--- config.mk ---
export PLATFORM = sky130hd
export DESIGN_NAME = skm_mul
export DESIGN_NICKNAME = d
export VERILOG_FILES = /design/src/sv/skm_pkg.sv /design/src/sv/skm_mul.sv
export SDC_FILE = /design/constraint.sdc
export NUM_CORES = 2
export LEC_CHECK = 0
export BUFFER_PORTS_ARGS = -buffer_cell sky130_fd_sc_hd__buf_4
export CAP_MARGIN = 10
export CORE_UTILIZATION = 50
export CTS_BUF_LIST = sky130_fd_sc_hd__clkbuf_8 sky130_fd_sc_hd__clkbuf_16
export DETAILED_ROUTE_END_ITERATION = 12
export PLACE_DENSITY_LB_ADDON = 0.25
export SYNTH_ARGS = -nofsm -noshare
export SYNTH_HDL_FRONTEND = slang
export SYNTH_SLANG_ARGS = --single-unit
--- constraint.sdc ---
create_clock -name clk -period 40.2 [get_ports clk]
set_input_delay 2.01 -clock clk [delete_from_list [all_inputs] [get_ports clk]]
set_output_delay 2.01 -clock clk [all_outputs]
set_load 0.1 [all_outputs]
--- src/sv/skm_pkg.sv ---
`timescale 1ns / 1ps
`default_nettype none
package skm_pkg;

    localparam int MAX_STATES = 32;
    localparam int MAX_TERMS  = 8;
    localparam int IDX_W      = $clog2(MAX_STATES);
    localparam int TIDX_W     = $clog2(MAX_TERMS);
    localparam int TCNT_W     = $clog2(MAX_TERMS + 1);
    localparam int COV_AW     = 2 * IDX_W;
    localparam int ACT_W      = 3;
    localparam int STAT_W     = 3;
    localparam int CFG_W      = 6;
    localparam int W_W        = 63;
    localparam int APB_AW     = 3;
    localparam int APB_DW     = 32;
    localparam int DIV_STEPS  = 128;
    localparam int DIV_CW     = $clog2(DIV_STEPS);

    typedef logic signed [63:0] q_t;

    localparam q_t Q_MAX = {1'b0, {63{1'b1}}};
    localparam q_t Q_MIN = {1'b1, {63{1'b0}}};

    localparam logic [ACT_W-1:0] ACT_LOAD_X = 3'd0;
    localparam logic [ACT_W-1:0] ACT_LOAD_P = 3'd1;
    localparam logic [ACT_W-1:0] ACT_ADD    = 3'd2;
    localparam logic [ACT_W-1:0] ACT_UPDATE = 3'd3;
    localparam logic [ACT_W-1:0] ACT_READ_X = 3'd4;
    localparam logic [ACT_W-1:0] ACT_READ_P = 3'd5;

    localparam logic [STAT_W-1:0] ST_OK     = 3'd0;
    localparam logic [STAT_W-1:0] ST_BADIDX = 3'd1;
    localparam logic [STAT_W-1:0] ST_FULL   = 3'd2;
    localparam logic [STAT_W-1:0] ST_REPEAT = 3'd3;
    localparam logic [STAT_W-1:0] ST_NONPOS = 3'd4;

    function automatic logic [63:0] mag_of(input q_t v);
        return v[63] ? (~v + 64'd1) : v;
    endfunction

    function automatic q_t from_mag(input logic [63:0] m, input logic neg);
        q_t r;
        if (neg)
        begin
            r = m[63] ? Q_MIN : q_t'(~m + 64'd1);
        end
        else
        begin
            r = m[63] ? Q_MAX : q_t'(m);
        end
        return r;
    endfunction

    function automatic q_t sat_add(input q_t a, input q_t b);
        logic signed [64:0] s;
        s = {a[63], a} + {b[63], b};
        if (s[64] != s[63])
        begin
            return s[64] ? Q_MIN : Q_MAX;
        end
        return s[63:0];
    endfunction

    function automatic q_t sat_sub(input q_t a, input q_t b);
        logic signed [64:0] s;
        s = {a[63], a} - {b[63], b};
        if (s[64] != s[63])
        begin
            return s[64] ? Q_MIN : Q_MAX;
        end
        return s[63:0];
    endfunction

endpackage
`default_nettype wire

--- src/sv/skm_mul.sv ---
`timescale 1ns / 1ps
`default_nettype none
module skm_mul (
    input  wire logic        clk,
    input  wire logic        rst_n,
    input  wire logic        start,
    input  wire skm_pkg::q_t a,
    input  wire skm_pkg::q_t b,
    output logic             done,
    output skm_pkg::q_t      prod
);

    logic [63:0]  ma_reg;
    logic [63:0]  mb_reg;
    logic         neg_reg;
    logic [127:0] acc_reg;
    logic [1:0]   step_reg;
    logic         busy_reg;
    logic         fin_reg;
    logic         done_reg;
    skm_pkg::q_t  prod_reg;

    logic [31:0]  ha;
    logic [31:0]  hb;
    logic [63:0]  pp;
    logic [127:0] pp_sh;
    logic [127:0] rnd;
    logic [63:0]  mag;

    always_comb
    begin
        ha = step_reg[1] ? ma_reg[63:32] : ma_reg[31:0];
        hb = step_reg[0] ? mb_reg[63:32] : mb_reg[31:0];
        pp = ha * hb;
        case (step_reg)
            2'd0:    pp_sh = {64'd0, pp};
            2'd3:    pp_sh = {pp, 64'd0};
            default: pp_sh = {32'd0, pp, 32'd0};
        endcase
        rnd = acc_reg + (128'd1 << 31);
        mag = (|rnd[127:96]) ? {64{1'b1}} : rnd[95:32];
    end

    always_ff @(posedge clk or negedge rst_n)
    begin
        if (!rst_n)
        begin
            busy_reg <= 1'b0;
            fin_reg  <= 1'b0;
            done_reg <= 1'b0;
            step_reg <= 2'd0;
        end
        else
        begin
            done_reg <= 1'b0;
            if (start)
            begin
                busy_reg <= 1'b1;
                step_reg <= 2'd0;
            end
            else if (busy_reg)
            begin
                step_reg <= step_reg + 2'd1;
                if (step_reg == 2'd3)
                begin
                    busy_reg <= 1'b0;
                    fin_reg  <= 1'b1;
                end
            end
            else if (fin_reg)
            begin
                fin_reg  <= 1'b0;
                done_reg <= 1'b1;
            end
        end
    end

    always_ff @(posedge clk)
    begin
        if (start)
        begin
            ma_reg  <= skm_pkg::mag_of(a);
            mb_reg  <= skm_pkg::mag_of(b);
            neg_reg <= a[63] ^ b[63];
            acc_reg <= '0;
        end
        else if (busy_reg)
        begin
            acc_reg <= acc_reg + pp_sh;
        end
        if (fin_reg)
        begin
            prod_reg <= skm_pkg::from_mag(mag, neg_reg);
        end
    end

    assign done = done_reg;
    assign prod = prod_reg;

endmodule
`default_nettype wire

## After elaboration in Yosys (flattened, before gate mapping)

Index checks and enable logic that the tools add are counted.

- Flip-flop bits (word level): 326
- Input bits: 131

- $add $sub $neg: 6
- Reduce and logical (&&, ||, !) cells: 4
- Bitwise logic cells: 5
- Equal/unequal tests: 2
- $mul: 1
- Multiplexer cells: 19

Operator list:

| cell | count |
|---|---|
| one-hot mux 128 bit (2 select lines) | 1 |
| adder 64 x 1 -> 64 bit (second input constant) | 3 |
| 2-to-1 mux 64 bit | 3 |
| inverter 64 bit | 3 |
| 2-to-1 mux 63 bit | 3 |
| adder 128 bit | 1 |
| adder 128 x 32 -> 128 bit (second input constant) | 1 |
| multiplier 32 x 32 -> 64 bit | 1 |
| 2-to-1 mux 32 bit | 2 |
| OR reduction 32 bit | 1 |
| 2-to-1 mux 1 bit | 8 |
| 2-to-1 mux 2 bit | 2 |
| adder 2 x 1 -> 2 bit (second input constant) | 1 |
| equality test 2 bit (second input constant) | 1 |
| logical NOT 2 bit | 1 |
| inequality test 2 x 1 -> 1 bit (second input constant) | 1 |
| AND reduction 2 bit | 1 |
| nonzero test 2 bit | 1 |
| inverter 1 bit | 1 |
| bitwise XOR 1 bit | 1 |

## Longest topological paths before layout

- Depth in word-level cells: 7
- Gate-level depth with buffers: 51

## Worst setup path after synthesis

Ideal clock, no wire load.

- Path type: flip-flop to flip-flop
- Start: register step_reg[0]
- End: register acc_reg[121]
- Slack: 27.606 ns
- Stages on the path, launching flop included: 45
- Arrival: 12.515 ns
- Path buffers: 4
- Path through: dfrtp_1 clkbuf_1 buf_1 mux2i_1 clkbuf_1 nor2_1 fa_1 fa_1 fa_1 inv_1 fa_1 inv_1 fa_1 inv_1 fa_1 inv_1 fa_1 inv_1 [9 not listed] o221ai_1 a21oi_1 xnor2_1 a22o_1 ha_1 clkbuf_1 nand4_1 or3_1 or3_1 a2111o_1 o211ai_1 o21ai_0 o21ai_0 a41o_1 a21oi_1 o21a_1 or4_1 o211ai_1

- Cells in the longest elaborated chain, start to end: 4
- Elaborated cells on any way between the ends: 6

RTL lines:

| what | RTL line | source |
|---|---|---|
| from (decl) | skm_mul.sv:17 | `logic [1:0] step_reg;` |
| from (signal assigned) | skm_mul.sv:63 | `step_reg <= step_reg + 2'd1;` |
| 2-to-1 mux 32 bit | skm_mul.sv:33 | `hb = step_reg[0] ? mb_reg[63:32] : mb_reg[31:0];` |
| multiplier 32 x 32 -> 64 bit | skm_mul.sv:34 | `pp = ha * hb;` |
| one-hot mux 128 bit (2 select lines) (*) | skm_mul.sv:35 | `case (step_reg)` |
| adder 128 bit (*) | skm_mul.sv:89 | `acc_reg <= acc_reg + pp_sh;` |
| to (signal assigned) | skm_mul.sv:89 |  |
| to (decl) | skm_mul.sv:16 | `logic [127:0] acc_reg;` |

Mark *: on every way between the ends. The rest lies on a longest branch, timed or not.
A chain may end at the register's enable or synchronous reset.

## Worst setup path after layout

- Start: register step_reg[1]
- End: register acc_reg[126]

- Cells in the longest elaborated chain, start to end: 4
- Elaborated cells on any way between the ends: 6

RTL lines:

| what | RTL line | source |
|---|---|---|
| 2-to-1 mux 32 bit | skm_mul.sv:32 | `ha = step_reg[1] ? ma_reg[63:32] : ma_reg[31:0];` |
| multiplier 32 x 32 -> 64 bit | skm_mul.sv:34 |  |
| one-hot mux 128 bit (2 select lines) (*) | skm_mul.sv:35 |  |
| adder 128 bit (*) | skm_mul.sv:89 |  |

Marks and branches as above.

==> out/results.md <==
| Stage | Quantity | Value |
|:---|:---|:---|
| layout | Filler instances | 10818 |
| layout | Net total in the final layout | 8407 |
| grt | Number of global-route vias before repair | 50830 |
| synthesis | Yosys reg bits | 326 |
| die | Width of the die | 347 um |
| clock tree | Clock tree from TritonCTS | yes |
| detailed routing | Number of vias after detailed routing | 51436 |
| timing | Min cycle time layout | 15.47 ns |
| outcome | Run status | finished clean |
| timing | RSZ-0062 raised after global routing | no |
| worst hold path | Type of the worst min-delay path | reg2reg |
| synthesis | Mapped Area | 59600 um^2 |
| timing | Largest clock skew in the final design | 0.0659 ns |
| setup path | Maximum fanout along the worst path | 47 |
| clock tree | Sinks on Clock Net | 326 |
| detailed routing | Average wire per cell in the routed design | 23.9 um |
| timing | Count of endpoints failing setup in the final report | 0 |
| timing | Setup total negative slack | 0 ns |
| setup path | Category of the worst setup path capture point | flip-flop |
| detailed routing | DRC violation count after routing | 0 |
| synthesis | Area share of and/or/nand/nor cells after synthesis | 17.4% |
| layout | Number of flip-flops in the largest register | 128 |
| grt | Number of antenna violations at the first check in global routing | 5 |
| die | Die Height | 347 um |
| clock tree | CTS HTree Levels | 2 |
| setup path | Required time of the critical path | 40.71 ns |
| clock tree | Number of buffers inserted during clock tree synthesis | 42 |
| synthesis | Xor/xnor cell area share of the yosys netlist | 6.05% |
| clock tree | Clock latency on the worst-skew pair | 0.67 ns |
| detailed routing | Post-route ant nets | 0 |
| grt | Grt ovf | 0 |
| synthesis | Number of enable flip-flop cells after synthesis | 193 |
| clock tree | Clock Root Buffer | clkbuf_16 |
| synthesis | Share of flip-flops with an asynchronous set or reset after synthesis | 1.53% |
| setup path | Delay of the slowest critical-path stage | 0.83 ns |
| setup path | First element of the critical path | step_reg[1]$_DFFE_PN0P_ |
| job | Max-cap check violation count | 0 |
| synthesis | Distinct cells, synth | 91 |
| timing | Relative slew margins | 15.1% |
| layout | Fraction of layout instances using a drive strength above 1 | 7.67% |
| grt | Global-route wire length before repair | 308000 um |
| synthesis | Yosys Warn Count | 0 |
| timing | Transition time at the pin with the least slew margin | 1.26 ns |
| setup path | Critical Path AT | 15.98 ns |
| synthesis | Largest family of logic cells by synthesized area | adder cells |
| timing | Max Transition Viols Final | 0 |
| clock tree | # resized after CTS | 0 |
| die | Number of cell rows | 126 |
| detailed routing | Final Routed Wirelength | 204000 um |
| setup path | Setup crit start kind | flip-flop |
| synthesis | Sequential-to-total area share from yosys stat | 14.2% |
| synthesis | Post-synthesis mux area share | 3.54% |
| setup path | Startpoint of the most critical register-to-register path | step_reg[1]$_DFFE_PN0P_ |
| timing | Final setup margin | 24.73 ns |
| synthesis | Fraction of the mapped netlist area in compound gates | 11.7% |
| place | DP Worst Slack | 24.97 ns |
| synthesis | Post-Syn Instances | 6971 |
| die | Core area | 118000 um^2 |
| synthesis | Synthesized-area fraction occupied by adder cells | 38.6% |
| die | Initial Utilization | 50.5% |
| layout | Area of all placed cells without fillers | 64300 um^2 |
| die | Ports | 196 |
| place | Final weighted congestion of routability-driven global placement | 1.00 |
| timing | Worst hold margin | 0.469 ns |
| die | Die Footprint | 121000 um^2 |
| timing | Count of endpoints failing hold in the final timing report | 0 |
| timing | Post-route clock period utilization | 38.5% |
| place | Final HPWL DP | 161000 um |
| layout | Total area of sequential cells | 8500 um^2 |
| timing | Highest achievable clock rate | 0.0647 GHz |
| layout | Area occupied by multi-input gates | 46300 um^2 |
| setup path | Most frequent cell on the critical path | fa_1 |
| detailed routing | Count of routing violations after the opening detailed-route iteration | 4971 |
| clock tree | Post-CTS Setup Bufs | 0 |
| detailed routing | Via density per instance | 6.02 |
| layout | Area Overhead vs Synth | 7.76% |
| synthesis | Syn Area/Cell | 8.56 um^2 |
| grt | Pin count of the biggest net entering global routing | 82 |
| setup path | Slowest cell on the critical path | a2111oi_0 |
| worst hold path | Min-Delay Startpoint | acc_reg[12]$_SDFFE_PP0P_ |
| grt | Global routing usage summed across all routing layers | 33.7% |
| clock tree | Number of buffers between clock root and the deepest sink | 3 |
| place | Cell area reported after detailed placement | 62800 um^2 |
| place | Number of buffers added on ports | 195 |
| detailed routing | First-pass iteration count of the detailed router | 8 |
| setup path | Type of the worst setup path | reg2reg |
| clock tree | Clock input transition at the sequential cells of the worst setup and hold paths | 0.06 ns |
| clock tree | Number of hold buffers added after CTS | 0 |
| synthesis | Syn nets | 8402 |
| synthesis | Leading register cell type out of synthesis | edfxtp_1 |
[layout by cell type, fill, tap and decap left out, drive strengths merged, types with 30 or more instances in the layout]
master / count
mux2i: 140
or4: 35
buf: 300
nor3: 88
fa: 897
and3: 51
a22o: 42
o21bai: 45
a21oi: 253
a21o: 135
nand3: 105
clkbuf: 49
dfxtp: 128
nand2: 783
edfxtp: 193
nor4: 33
or3: 47
nand4: 95
inv: 1013
ha: 403
nand2b: 35
xor2: 96
o21ai: 254
mux2: 63
o21a: 30
a31oi: 41
nor2: 886
and2: 76
xnor2: 316
o31ai: 65
[metrics by stage]
step,std cells,utilization [%]
2_1_floorplan,6971,-
3_3_place_gp,8468,53.1
3_5_place_dp,8468,53.1
4_1_cts,8546,54.4
5_1_grt,8546,54.4
6_report,8548,54.4
[final cells by class]
type	count	share of cell area, %
multi-input combinational	5304	72.1
sequential	326	13.2
inverter	1001	5.85
timing repair buffer	301	3.53
tap	1536	2.99
clock buffer	48	1.76
clock inverter	30	0.584
antenna	2	0.00779
[critical path: cells and delay by family (launching register included)]
family / cells / cell delay (ns)
mux: 1 / 0.28
xor+xnor: 2 / 0.73
fa+ha+maj: 10 / 4.94
simple gates: 9 / 1.79
compound gates: 15 / 5.43
flops: 1 / 0.64
buf+inv: 8 / 1.39
[path summary, 6_finish.rpt]
| path | end | slack [ns] | cells after the start |
|---|---|---|---|
| max | acc_reg[126]$_SDFFE_PP0P_ | 24.73 | 45 |
| min | acc_reg[12]$_SDFFE_PP0P_ | 0.47 | 2 |
| max reg2reg | acc_reg[126]$_SDFFE_PP0P_ | 24.73 | 45 |
| min reg2reg | acc_reg[12]$_SDFFE_PP0P_ | 0.47 | 2 |
| max in group asynchronous | step_reg[1]$_DFFE_PN0P_ | 38.71 | 1 |
| min in group asynchronous | done$_DFF_PN0_ | 1.22 | 1 |
[metal layers]
metal / global-route usage [%] / part of all wire [%]
met1: 45.3 / 40
met2: 50.8 / 43
met3: 9.15 / 11
met4: 14.7 / 5.1
met5: 0.680 / 0.064
[cells by family after synthesis]
| logic type | count (synthesis) |
|---|---|
| AND/OR/NAND/NOR | 2317 |
| buffers and inverters | 1341 |
| adder cells (fa/ha/maj) | 1300 |
| AO/OA/AOI/OAI | 1072 |
| XOR/XNOR | 412 |
| flip-flops | 326 |
| multiplexers | 203 |
[synth_stat cells, types with 128 or more instances]
master	count	area share, %
a21o_1	135	1.7
clkbuf_1	294	1.9
o21ai_0	254	2.1
dfxtp_1	128	4.3
ha_1	403	8.5
fa_1	897	30
a21oi_1	253	2.1
mux2i_1	140	2.3
edfxtp_1	193	9.7
nand2_1	783	4.9
inv_1	1000	6.3
nor2_1	886	5.6
xnor2_1	316	4.6
Power is not shown: default switching activity piles up to over one toggle a cycle in this logic, so the estimate is an artifact.
